[src/rtl/cft_pkg.sv]
package cft_pkg;

	localparam int YEAR_W   = 15;
	localparam int MONTH_W  = 4;
	localparam int DAY_W    = 5;
	localparam int HOUR_W   = 5;
	localparam int MIN_W    = 6;
	localparam int SEC_W    = 6;
	localparam int MS_W     = 10;
	localparam int TICKS_W  = 64;

	localparam int Y4_W     = YEAR_W - 2;
	localparam int Q25_W    = 9;
	localparam int DAYN_W   = 10;
	localparam int HMS_W    = 17;
	localparam int DAYS_W   = 26;
	localparam int T_W      = 44;
	localparam int SECS_W   = 42;
	localparam int SPLIT    = 20;
	localparam int PLO_W    = SPLIT + 24;
	localparam int PHI_W    = SECS_W - SPLIT + 24;

	localparam logic [YEAR_W-1:0]  YEAR_BASE   = 15'd1970;
	localparam logic [MONTH_W-1:0] MONTH_JAN   = 4'd1;
	localparam logic [MONTH_W-1:0] MONTH_FEB   = 4'd2;
	localparam logic [MONTH_W-1:0] MONTH_DEC   = 4'd12;
	localparam logic [SEC_W-1:0]   SEC_LEAP    = 6'd60;

	localparam logic [13:0]        RECIP25     = 14'd10486;
	localparam int                 RECIP_SHIFT = 18;
	localparam logic [DAYS_W-1:0]  LEAP_BIAS   = 26'd478;

	localparam logic [16:0]        SEC_PER_DAY = 17'd86400;
	localparam logic [23:0]        TICKS_SEC   = 24'd10000000;
	localparam logic [13:0]        TICKS_MS    = 14'd10000;
	localparam logic [TICKS_W-1:0] OFFSET_TICKS = 64'd116444736000000000;

	localparam logic [8:0] DAYS_BEFORE [12] = '{
		9'd0, 9'd31, 9'd59, 9'd90, 9'd120, 9'd151,
		9'd181, 9'd212, 9'd243, 9'd273, 9'd304, 9'd334
	};

	typedef struct packed {
		logic s1;
		logic s2;
	} cft_adv_t;

endpackage

[src/rtl/cft_if.sv]
interface cft_cal_if;
	logic        valid;
	logic        ready;
	logic [14:0] year;
	logic [3:0]  month;
	logic [4:0]  day;
	logic [4:0]  hour;
	logic [5:0]  minute;
	logic [5:0]  second;
	logic [9:0]  millisecond;

	modport source (output valid, year, month, day, hour, minute, second, millisecond,
		input ready);
	modport sink (input valid, year, month, day, hour, minute, second, millisecond,
		output ready);
endinterface

interface cft_ft_if;
	logic        valid;
	logic        ready;
	logic [63:0] ticks;
	logic        error;

	modport source (output valid, ticks, error, input ready);
	modport sink (input valid, ticks, error, output ready);
endinterface

[src/rtl/cft_days.sv]
module cft_days import cft_pkg::*; (
	input  logic                     clk,
	input  cft_adv_t                 adv,
	input  logic [YEAR_W-1:0]        year,
	input  logic [MONTH_W-1:0]       month,
	input  logic [DAY_W-1:0]         day,
	input  logic [HOUR_W-1:0]        hour,
	input  logic [MIN_W-1:0]         minute,
	input  logic [SEC_W-1:0]         second,
	output logic signed [DAYS_W-1:0] days_s2,
	output logic [HMS_W-1:0]         hms_s2,
	output logic                     bad_s2
);

	localparam int PROD_W = Y4_W + 14;

	logic              bad_month;
	logic              early;
	logic [3:0]        mi;
	logic [YEAR_W-1:0] y;
	logic [Y4_W-1:0]   y4;
	logic [PROD_W-1:0] prod;
	logic [HMS_W-1:0]  hms;

	logic [Y4_W-1:0]   y4_s1;
	logic [Q25_W-1:0]  q25_s1;
	logic [YEAR_W-1:0] ybase_s1;
	logic [DAYN_W-1:0] dayn_s1;
	logic [HMS_W-1:0]  hms_s1;
	logic              bad_s1;

	always_comb begin
		bad_month = (month == '0) || (month > MONTH_DEC);
		early     = year < YEAR_BASE;
		mi        = bad_month ? 4'd0 : month - MONTH_JAN;
		y         = year - YEAR_W'((month == MONTH_JAN) || (month == MONTH_FEB));
		y4        = y[YEAR_W-1:2];
		prod      = PROD_W'(y4) * PROD_W'(RECIP25);
		hms       = HMS_W'(hour) * HMS_W'(3600) + HMS_W'(minute) * HMS_W'(60)
		          + HMS_W'(second) - HMS_W'(second >= SEC_LEAP);
	end

	// stage 1: year split, leap quotients, month offset, time of day
	always_ff @(posedge clk) begin
		if (adv.s1) begin
			y4_s1    <= y4;
			q25_s1   <= prod[PROD_W-1:RECIP_SHIFT];
			ybase_s1 <= year - YEAR_BASE;
			dayn_s1  <= DAYN_W'(DAYS_BEFORE[mi]) + DAYN_W'(day);
			hms_s1   <= hms;
			bad_s1   <= bad_month || early;
		end
	end

	// stage 2: day count since 1970
	always_ff @(posedge clk) begin
		if (adv.s2) begin
			days_s2 <= DAYS_W'(ybase_s1) * DAYS_W'(365) + DAYS_W'(dayn_s1) + DAYS_W'(y4_s1)
			         + DAYS_W'(q25_s1[Q25_W-1:2]) - DAYS_W'(q25_s1) - LEAP_BIAS;
			hms_s2  <= hms_s1;
			bad_s2  <= bad_s1;
		end
	end

endmodule

[src/rtl/calendar_to_filetime.sv]
// calendar_to_filetime: utc calendar time to 100 ns ticks since 1601
// throughput: one beat per cycle while the output is not stalled, five-stage pipeline with per-stage valid bits
// a stalled output holds its stage and back-pressures only the stages behind it
// reset clears the valid bits only, payload registers are not reset
module calendar_to_filetime import cft_pkg::*; (
	input logic     clk,
	input logic     arst_n,
	cft_cal_if.sink cal,
	cft_ft_if.source ft
);

	logic v_s1, v_s2, v_s3, v_s4, v_s5;
	logic rdy1, rdy2, rdy3, rdy4, rdy5;
	cft_adv_t adv;

	logic signed [DAYS_W-1:0] days_s2;
	logic [HMS_W-1:0]         hms_s2;
	logic                     bad_s2;

	logic [MS_W-1:0] ms_s1, ms_s2, ms_s3;

	logic signed [T_W-1:0]    t;
	logic                     err;
	logic signed [SECS_W-1:0] secs_s3;
	logic                     err_s3;

	logic [SPLIT-1:0]                lo;
	logic signed [SECS_W-SPLIT-1:0]  hi;
	logic [PLO_W-1:0]                plo_s4;
	logic signed [PHI_W-1:0]         phi_s4;
	logic [TICKS_W-1:0]              msoff_s4;
	logic                            err_s4;

	logic [TICKS_W-1:0] ticks_s5;
	logic               err_s5;

	assign rdy5 = !v_s5 || ft.ready;
	assign rdy4 = !v_s4 || rdy5;
	assign rdy3 = !v_s3 || rdy4;
	assign rdy2 = !v_s2 || rdy3;
	assign rdy1 = !v_s1 || rdy2;
	assign adv  = '{s1: rdy1, s2: rdy2};

	assign cal.ready = rdy1;
	assign ft.valid  = v_s5;
	assign ft.ticks  = ticks_s5;
	assign ft.error  = err_s5;

	always_ff @(posedge clk or negedge arst_n) begin
		if (!arst_n) begin
			v_s1 <= 1'b0;
			v_s2 <= 1'b0;
			v_s3 <= 1'b0;
			v_s4 <= 1'b0;
			v_s5 <= 1'b0;
		end else begin
			if (rdy1) v_s1 <= cal.valid;
			if (rdy2) v_s2 <= v_s1;
			if (rdy3) v_s3 <= v_s2;
			if (rdy4) v_s4 <= v_s3;
			if (rdy5) v_s5 <= v_s4;
		end
	end

	cft_days u_days (
		.clk     (clk),
		.adv     (adv),
		.year    (cal.year),
		.month   (cal.month),
		.day     (cal.day),
		.hour    (cal.hour),
		.minute  (cal.minute),
		.second  (cal.second),
		.days_s2 (days_s2),
		.hms_s2  (hms_s2),
		.bad_s2  (bad_s2)
	);

	always_ff @(posedge clk) begin
		if (rdy1) ms_s1 <= cal.millisecond;
		if (rdy2) ms_s2 <= ms_s1;
	end

	// stage 3: seconds since 1970, a negative count, bad month or year before 1970 forces -1
	always_comb begin
		t   = T_W'(days_s2) * $signed(T_W'(SEC_PER_DAY)) + $signed(T_W'(hms_s2));
		err = bad_s2 || t[T_W-1];
	end

	always_ff @(posedge clk) begin
		if (rdy3) begin
			secs_s3 <= err ? '1 : t[SECS_W-1:0];
			err_s3  <= err;
			ms_s3   <= ms_s2;
		end
	end

	// stage 4: split scaling by 10^7, millisecond term plus epoch offset
	assign lo = secs_s3[SPLIT-1:0];
	assign hi = secs_s3[SECS_W-1:SPLIT];

	always_ff @(posedge clk) begin
		if (rdy4) begin
			plo_s4   <= PLO_W'(lo) * PLO_W'(TICKS_SEC);
			phi_s4   <= PHI_W'(hi) * $signed(PHI_W'(TICKS_SEC));
			msoff_s4 <= TICKS_W'(ms_s3) * TICKS_W'(TICKS_MS) + OFFSET_TICKS;
			err_s4   <= err_s3;
		end
	end

	// stage 5: recombine partial products and add the millisecond and offset term
	always_ff @(posedge clk) begin
		if (rdy5) begin
			ticks_s5 <= (TICKS_W'(phi_s4) << SPLIT) + TICKS_W'(plo_s4) + msoff_s4;
			err_s5   <= err_s4;
		end
	end

	a_err_secs: assert property (@(posedge clk) disable iff (!arst_n)
		v_s3 && err_s3 |-> secs_s3 == '1)
		else $error("error beat without all-ones second count");

	a_ok_secs: assert property (@(posedge clk) disable iff (!arst_n)
		v_s3 && !err_s3 |-> !secs_s3[SECS_W-1])
		else $error("negative second count without error");

	a_bad_date: assert property (@(posedge clk) disable iff (!arst_n)
		v_s2 && rdy3 && bad_s2 |=> v_s3 && err_s3)
		else $error("bad month or year lost its error flag");

	a_err_path: assert property (@(posedge clk) disable iff (!arst_n)
		v_s4 && rdy5 |=> v_s5 && err_s5 == $past(err_s4))
		else $error("error flag changed between last stages");

endmodule
[src/flat_wrapper.sv]
// flat-port wrapper written by rule: the top's interface ports become plain ports
module calendar_to_filetime_flat import cft_pkg::*;
  (clk, arst_n, cal_valid, cal_year, cal_month, cal_day, cal_hour, cal_minute, cal_second, cal_millisecond, cal_ready, ft_valid, ft_ticks, ft_error, ft_ready);
  cft_cal_if cal_i ();
  cft_ft_if ft_i ();
  input logic clk;
  input logic arst_n;
  input wire logic [$bits(cal_i.valid)-1:0] cal_valid;
  input wire logic [$bits(cal_i.year)-1:0] cal_year;
  input wire logic [$bits(cal_i.month)-1:0] cal_month;
  input wire logic [$bits(cal_i.day)-1:0] cal_day;
  input wire logic [$bits(cal_i.hour)-1:0] cal_hour;
  input wire logic [$bits(cal_i.minute)-1:0] cal_minute;
  input wire logic [$bits(cal_i.second)-1:0] cal_second;
  input wire logic [$bits(cal_i.millisecond)-1:0] cal_millisecond;
  output wire logic [$bits(cal_i.ready)-1:0] cal_ready;
  output wire logic [$bits(ft_i.valid)-1:0] ft_valid;
  output wire logic [$bits(ft_i.ticks)-1:0] ft_ticks;
  output wire logic [$bits(ft_i.error)-1:0] ft_error;
  input wire logic [$bits(ft_i.ready)-1:0] ft_ready;
  assign cal_i.valid = cal_valid;
  assign cal_i.year = cal_year;
  assign cal_i.month = cal_month;
  assign cal_i.day = cal_day;
  assign cal_i.hour = cal_hour;
  assign cal_i.minute = cal_minute;
  assign cal_i.second = cal_second;
  assign cal_i.millisecond = cal_millisecond;
  assign cal_ready = cal_i.ready;
  assign ft_valid = ft_i.valid;
  assign ft_ticks = ft_i.ticks;
  assign ft_error = ft_i.error;
  assign ft_i.ready = ft_ready;
  calendar_to_filetime u_core (.clk(clk), .arst_n(arst_n), .cal(cal_i), .ft(ft_i));
endmodule
[config.mk]
export PLATFORM = sky130hd
export DESIGN_NAME = calendar_to_filetime_flat
export DESIGN_NICKNAME = d
export VERILOG_FILES = /design/src/rtl/cft_pkg.sv /design/src/rtl/cft_if.sv /design/src/rtl/cft_days.sv /design/src/rtl/calendar_to_filetime.sv /design/src/flat_wrapper.sv
export SDC_FILE = /design/constraint.sdc
export NUM_CORES = 2
export LEC_CHECK = 0
export BUFFER_PORTS_ARGS = -buffer_cell sky130_fd_sc_hd__buf_2
export CORE_ASPECT_RATIO = 0.75
export CORE_UTILIZATION = 35
export DETAILED_ROUTE_END_ITERATION = 8
export GPL_TIMING_DRIVEN = 0
export PLACE_DENSITY = 0.49
export SYNTH_ARGS = -nofsm -noshare
export SYNTH_HDL_FRONTEND = slang
export SYNTH_SLANG_ARGS = --single-unit
[constraint.sdc]
create_clock -name clk -period 7 [get_ports clk]
set_input_delay 0.7 -clock clk [delete_from_list [all_inputs] [get_ports clk]]
set_output_delay 0.7 -clock clk [all_outputs]
set_load 0.01 [all_outputs]
Word level (Yosys, flattened, before mapping)
Memory sizes are Yosys's and may differ from the RTL's.
Cells that the tools add are included.

cells by class
  add/sub/neg operators = 16
  $mul = 8
  magnitude comparators = 4
  equal/unequal tests = 2
  muxes and demuxes = 3
  bitwise gates (word level) = 1
  reduce and logical (&&, ||, !) cells = 15

operators by type and width
  operator                                                      number
  adder 64 x 44 -> 64 bit                                       1
  adder 64 bit                                                  1
  adder 24 x 57 -> 58 bit, second input constant                1
  adder 44 x 18 -> 44 bit                                       1
  multiplier 20 x 17 -> 37 bit, second input constant           1
  multiplier 22 x 18 -> 37 bit, second input constant           1
  multiplier 26 x 11 -> 37 bit, second input constant           1
  adder 25 x 13 -> 26 bit                                       1
  adder 26 x 7 -> 26 bit                                        1
  multiplier 13 x 13 -> 26 bit, second input constant           1
  subtractor 26 x 9 -> 26 bit                                   1
  subtractor 26 x 9 -> 26 bit, second input constant            1
  adder 24 x 10 -> 25 bit                                       1
  multiplier 15 x 9 -> 24 bit, second input constant            1
  multiplier 10 x 10 -> 20 bit, second input constant           1
  2-to-1 mux 9 bit                                              2
  adder 17 x 12 -> 17 bit                                       1
  adder 17 x 6 -> 17 bit                                        1
  subtractor 17 x 1 -> 17 bit                                   1
  less-than comparator 15 x 11 -> 1 bit, second input constant  1
  subtractor 15 x 1 -> 15 bit                                   1
  subtractor 15 x 11 -> 15 bit, second input constant           1
  multiplier 5 x 8 -> 13 bit, second input constant             1
  adder 9 x 5 -> 10 bit                                         1
  other kinds (12)                                              24

word-level totals
  flip-flop bits (word level) = 391
  bits in read-only memories = 144
  input bits = 55
  output and inout bits = 67
  word-level logic and storage cells = 75
  memories kept = 1

memory list
  memory           depth  bits a word  read ports  clocked after memory_dff  wr ports  line            text
  (no name shown)  16     9            1           0                         0         cft_days.sv:49  dayn_s1 <= DAYN_W'(DAYS_BEFORE[mi]) + DAYN_W'(day);

Longest topological paths before layout
  word-level depth = 8
  gate-level depth with buffers = 28
  gate-level depth less buffers = 28

Hierarchy
A second synthesis with hierarchy kept.

second synthesis, totals
  cells, all modules = 4436
  area, all modules = 45339.7 sq um

by module, submodules not included
  module                instances  cells an instance  area each (sq um)  sequential area each (sq um)
  calendar_to_filetime  1          3047               30880.9            7061.8
  cft_days              1          1389               14458.9            3273.1

Least setup slack after synthesis
No wires, ideal clock.

  path type = input to register
  start point = input cal_month[0]
  end point = register u_core.u_days.q25_s1[8], data pin
  setup time = 0.260 ns
  arrival = 7.973 ns
  data required time = 6.740 ns
  path slack = -1.233 ns
  stages = 27
  buffers on the path = 0
  cell sequence = inv_1 ha_1 nor2_1 or4_1 or4_1 or4_1 or3_1 or3_1 xnor2_1 ha_1 fa_1 fa_1 fa_1 inv_1 fa_1 inv_1 ha_1 o21a_1 o21ai_0 a21oi_1 o21a_1 o21a_1 o31a_1 o21ai_0 o2111ai_1 a21oi_1 xnor2_1

on the way
  word-level cells in the longest chain between the ends = 4
  elaborated cells on any way between the ends = 5
  classes of those cells = add/sub: 1; mul: 1; eq/ne: 2; reduce/logical: 1

ends and longest elaborated chain
  what                                                                          line                text
  start, declared                                                               flat_wrapper.sv:10  input wire logic [$bits(cal_i.month)-1:0] cal_month;
  equality test 4 x 1 -> 1 bit or equality test 4 x 2 -> 1 bit (tied branches)  cft_days.sv:36      y = year - YEAR_W'((month == MONTH_JAN) || (month == MONTH_FEB));
  logical OR 1 bit (*)                                                          cft_days.sv:36
  subtractor 15 x 1 -> 15 bit (*)                                               cft_days.sv:36
  net u_core.u_days.y[13]                                                       cft_days.sv:20      logic [YEAR_W-1:0] y;
  multiplier 13 x 13 -> 26 bit (*)                                              cft_days.sv:38      prod = PROD_W'(y4) * PROD_W'(RECIP25);
  net u_core.u_days.prod[26]                                                    cft_days.sv:22      logic [PROD_W-1:0] prod;
  end signal, assigned                                                          cft_days.sv:47      q25_s1 <= prod[PROD_W-1:RECIP_SHIFT];
  end, declared                                                                 cft_days.sv:26      logic [Q25_W-1:0] q25_s1;

The timed path passes the listed nets; every way through them passes the cells marked *.
A chain may end at the register's enable or synchronous reset.

Worst setup path after layout
Ends and elaborated chain as after synthesis.

==> impl_summary.txt <==
----------------------------------------------------
[Cells and area]
  Share of cells above drive strength 1 ... 8.33%
  Number of nets in the finished design ... approximately 6000
  Synthesis-to-finish area growth ... 12.1%
  Non-Filler Cell Area, Final ... 0.0495 mm^2
  Total of fill cells in the finished design ... between 10000 and 15000
  Diode insertion count for antenna repair ... 0

[Detailed routing]
  Detailed-route DRC error count ... 0
  Total wirelength of the detailed-routed design ... 91000 um
  Starting DRT DRC Count ... about 1100
  Vias per cell ... 4.56
  Drt first pass iters ... 5
  Post-route antenna net violation count ... 0
  Wirelength per Cell ... 14.8 um
  Total number of vias ... 28089

[Floorplan]
  Top-level port count ... 122
  Effective utilization at floorplan ... 35.4%
  Number of placement rows ... approximately 110
  Die height ... approximately 310 um
  Overall die width ... 412 um
  Core Footprint ... 0.125 mm^2
  Die Area ... 0.128 mm^2

[Setup path]
  Register-to-Register Setup Slack ... 0.29 ns
  Element type at the critical path start ... primary input
  WS Path Type ... primary input to flop
  Crit path capture type ... flop
  Data arrival time of the critical path ... a little under 8 ns
  Critical path required time ... 7.34 ns
  Worst-path fanout max ... 4

[Timing]
  Slew at the pin closest to its max-slew limit ... 1.16 ns
  RSZ-0062 raised after global routing ... yes
  Final Cycle Share ... 106%
  Number of hold violations in the final report ... 0
  Clock period minus worst slack ... about 7.4 ns
  Total count of max-transition violations in the final report ... 0
  Worst slew margin relative to its limit ... 22.3%
  Fmax achieved ... 135 MHz
  Setup violators final ... 8
  Setup slack of the critical path after layout ... -0.411 ns
  Final worst clock skew ... 0.0317 ns

[Global routing]
  Global-route total usage across every layer ... 14.5%
  Routing usage on met3 ... 1.76%
  First-pass GRT wire length ... 150000 um
  Number of global-route vias before repair ... 28352
  Layer with the highest usage ... met1
  Initial antenna violation count ... 1
  GR Layer Usage met2 ... between 20% and 30%
  Pin count of the biggest net entering global routing ... between 60 and 70
  Total overflow reported by the global router ... 0
  Global routing met1 resource utilization ... 23.1%

[Clocking]
  Root buffer cell ... clkbuf_16
  Clock slew seen by the registers of the worst setup and hold paths ... 0.06 ns
  Largest buffer count on any clock path ... 3
  H-tree levels ... 2
  Number of sinks driven by the clock tree ... around 350
  Num CTS Buffers ... 43
  Clock tree from TritonCTS ... done
  Clk_lat worst skew ... 0.60 ns

[Synthesis]
  Yosys top cell area share ... 25.9%
  Flops & latches, synth ... between 300 and 400
  Yosys warning count ... 0
  Ys flop type ... edfxtp_1
  Syn Area/Cell ... 10.4 um^2
  Count of flip-flops with a built-in enable after synthesis ... 340
  FFs w/ async S/R, synth ... about 1.4%
  Post-Syn Instances ... 4243
  Cells taking the most area after synthesis ... ha_1 (26%), edfxtp_1 (23%), fa_1 (20%)
  Leading cell type by number of instances after synthesis ... inv_1
  Post-synthesis cell area ... 0.0441 mm^2
  Part of the Yosys area used for sequential elements ... between 20% and 30%
  Netlist cell types ... 91
  Area leader, netlist ... ha_1
  Post-synth top cells ... inv_1 (1051), ha_1 (912), fa_1 (449), edfxtp_1 (340), xnor2_1 (195)

[Min path]
  Worst min-delay path class ... primary input to flop

[Placed design]
  Number of buffer cells added on primary ports ... 109
  Placer's final routability congestion estimate ... between 0.8 and 0.9
  Area after detailed placement ... 0.0470 mm^2
  Setup Slack @ Placement ... -1.58 ns
  Hpwl dp ... 77400 um

[Status]
  Outcome ... finished, violations left
  Failing checks ... setup timing

[Flow run]
  Number of maximum-capacitance constraint violations ... 0

----------------------------------------------------
stage by stage:
step	setup TNS (ns)	utilization, %	cells	hold WS [ns]
3_5_place_dp	-20.02	37.7	6014	0.405
6_report	-2.39	39.7	6154	0.295
2_1_floorplan	-3.47	-	4246	0.400
5_1_grt	-3.57	39.7	6154	0.261
4_1_cts	-2.07	39.2	6124	0.246
3_3_place_gp	-33.45	37.5	6008	0.401
registers in the layout (all words and copies together), names as in the netlist, 9 cells and up:
signal / cells
u_core.ms_s2: 10
u_core.u_days.ybase_s1: 15
u_core.u_days.hms_s2: 17
u_core.u_days.hms_s1: 17
u_core.plo_s4: 37
u_core.u_days.y4_s1: 13
u_core.ms_s3: 10
u_core.msoff_s4: 22
u_core.u_days.dayn_s1: 10
u_core.u_days.q25_s1: 9
u_core.u_days.days_s2: 26
u_core.ms_s1: 10
u_core.ft.ticks: 60
u_core.secs_s3: 42
u_core.phi_s4: 37
cell usage in the layout, fill, tap and decap left out, types with 7 or more instances in the layout:
| master | netlist | layout |
|---|---|---|
| or2_2 | 15 | 15 |
| xnor2_2 | 1 | 10 |
| o31ai_1 | 16 | 16 |
| ha_4 | 0 | 16 |
| nor2_1 | 147 | 140 |
| mux2i_1 | 7 | 7 |
| o21a_1 | 37 | 37 |
| o211ai_1 | 16 | 16 |
| clkbuf_1 | 31 | 33 |
| and2_1 | 15 | 15 |
| a21o_1 | 82 | 82 |
| xnor2_1 | 195 | 184 |
| buf_2 | 5 | 108 |
| buf_4 | 4 | 68 |
| nand4_1 | 16 | 16 |
| clkinv_1 | 1 | 9 |
| nand2b_1 | 29 | 29 |
| o21bai_1 | 37 | 37 |
| nor3_1 | 50 | 47 |
| ha_1 | 912 | 894 |
| o21ai_0 | 85 | 77 |
| nand3_1 | 61 | 60 |
| a31oi_1 | 19 | 19 |
| a21oi_1 | 191 | 185 |
| xor2_1 | 82 | 79 |
| nor2b_1 | 23 | 22 |
| nor2_2 | 1 | 8 |
| and3_1 | 18 | 18 |
| clkbuf_16 | 0 | 45 |
| nand2_1 | 116 | 114 |
| fa_1 | 449 | 445 |
| edfxtp_1 | 340 | 340 |
| a211oi_1 | 20 | 19 |
| a21oi_2 | 2 | 7 |
| or3_1 | 30 | 28 |
| o21ai_1 | 3 | 9 |
| inv_1 | 1051 | 1045 |
critical path, stage by stage:
cell	delay (ns)
buf_8	0.11
clkinvlp_4	0.08
ha_4	0.13
nor2_2	0.03
or4_4	0.42
or4_4	0.47
or4_4	0.50
or3_4	0.38
or3_4	0.37
xnor2_4	0.27
ha_4	0.25
fa_2	0.53
fa_1	0.44
fa_1	0.55
inv_1	0.05
fa_1	0.49
inv_2	0.05
ha_4	0.20
o21a_1	0.18
o21ai_1	0.14
a21oi_2	0.06
o21a_1	0.19
o21a_1	0.20
o31a_1	0.30
o21ai_2	0.20
o2111ai_2	0.19
a21oi_2	0.17
xnor2_1	0.08
final timing paths:
| path | end | depth (start not counted) | from |
|---|---|---|---|
| max | u_core.u_days.q25_s1[8] | 28 | cal_month[0] |
| min | u_core.ms_s1[9] | 1 | cal_millisecond[9] |
| max reg2reg | u_core.secs_s3[39] | 25 | u_core.u_days.days_s2[4] |
| min reg2reg | u_core.ft.ticks[4] | 0 | u_core.msoff_s4[4] |
| max in group asynchronous | u_core.v_s4 | 2 | arst_n |
| min in group asynchronous | u_core.v_s1 | 2 | arst_n |
timing repair:
| item | in CTS | in global routing |
|---|---|---|
| endpoints found under the setup margin | 50 | 55 |
| hold endpoints to repair | 5 | 0 |
| resized for setup | 45 | 71 |
| hold buffers | 1 | 0 |
| gates cloned | 0 | 1 |
| setup buffers | 32 | 36 |
| pin swaps | 14 | 42 |
logic make-up after synthesis:
| group | count (synthesis) | synth area share [%] |
|---|---|---|
| xor+xnor | 279 | 5.57 |
| other cells | 1 | 0.00850 |
| flops | 345 | 23.4 |
| compound gates | 588 | 8.68 |
| fa+ha+maj | 1361 | 46.2 |
| mux | 8 | 0.184 |
| simple gates | 566 | 6.53 |
| buf+inv | 1095 | 9.38 |
final cells by class:
| cell class | count | area, um^2 | area share, % |
|---|---|---|---|
| well taps | 1653 | 2070 | 4.18 |
| multi-input cells | 2806 | 30300 | 61.3 |
| inverters | 1052 | 3960 | 8.00 |
| plain buffers | 37 | 189 | 0.382 |
| clock inverters | 25 | 230 | 0.465 |
| clock buffers | 52 | 1130 | 2.29 |
| repair buffers | 184 | 1260 | 2.55 |
| flip-flops and latches | 345 | 10300 | 20.9 |
per-layer routing:
layer  share of wire, %  vias up
li1                   -    14507
met1                 56    13266
met2                 40      250
met3                2.7       66
met4                1.3        0
met5                  0        -
Power is left out: the tool's default activity adds up to more than one toggle a clock period on the data nets, which glitch-free logic cannot reach.
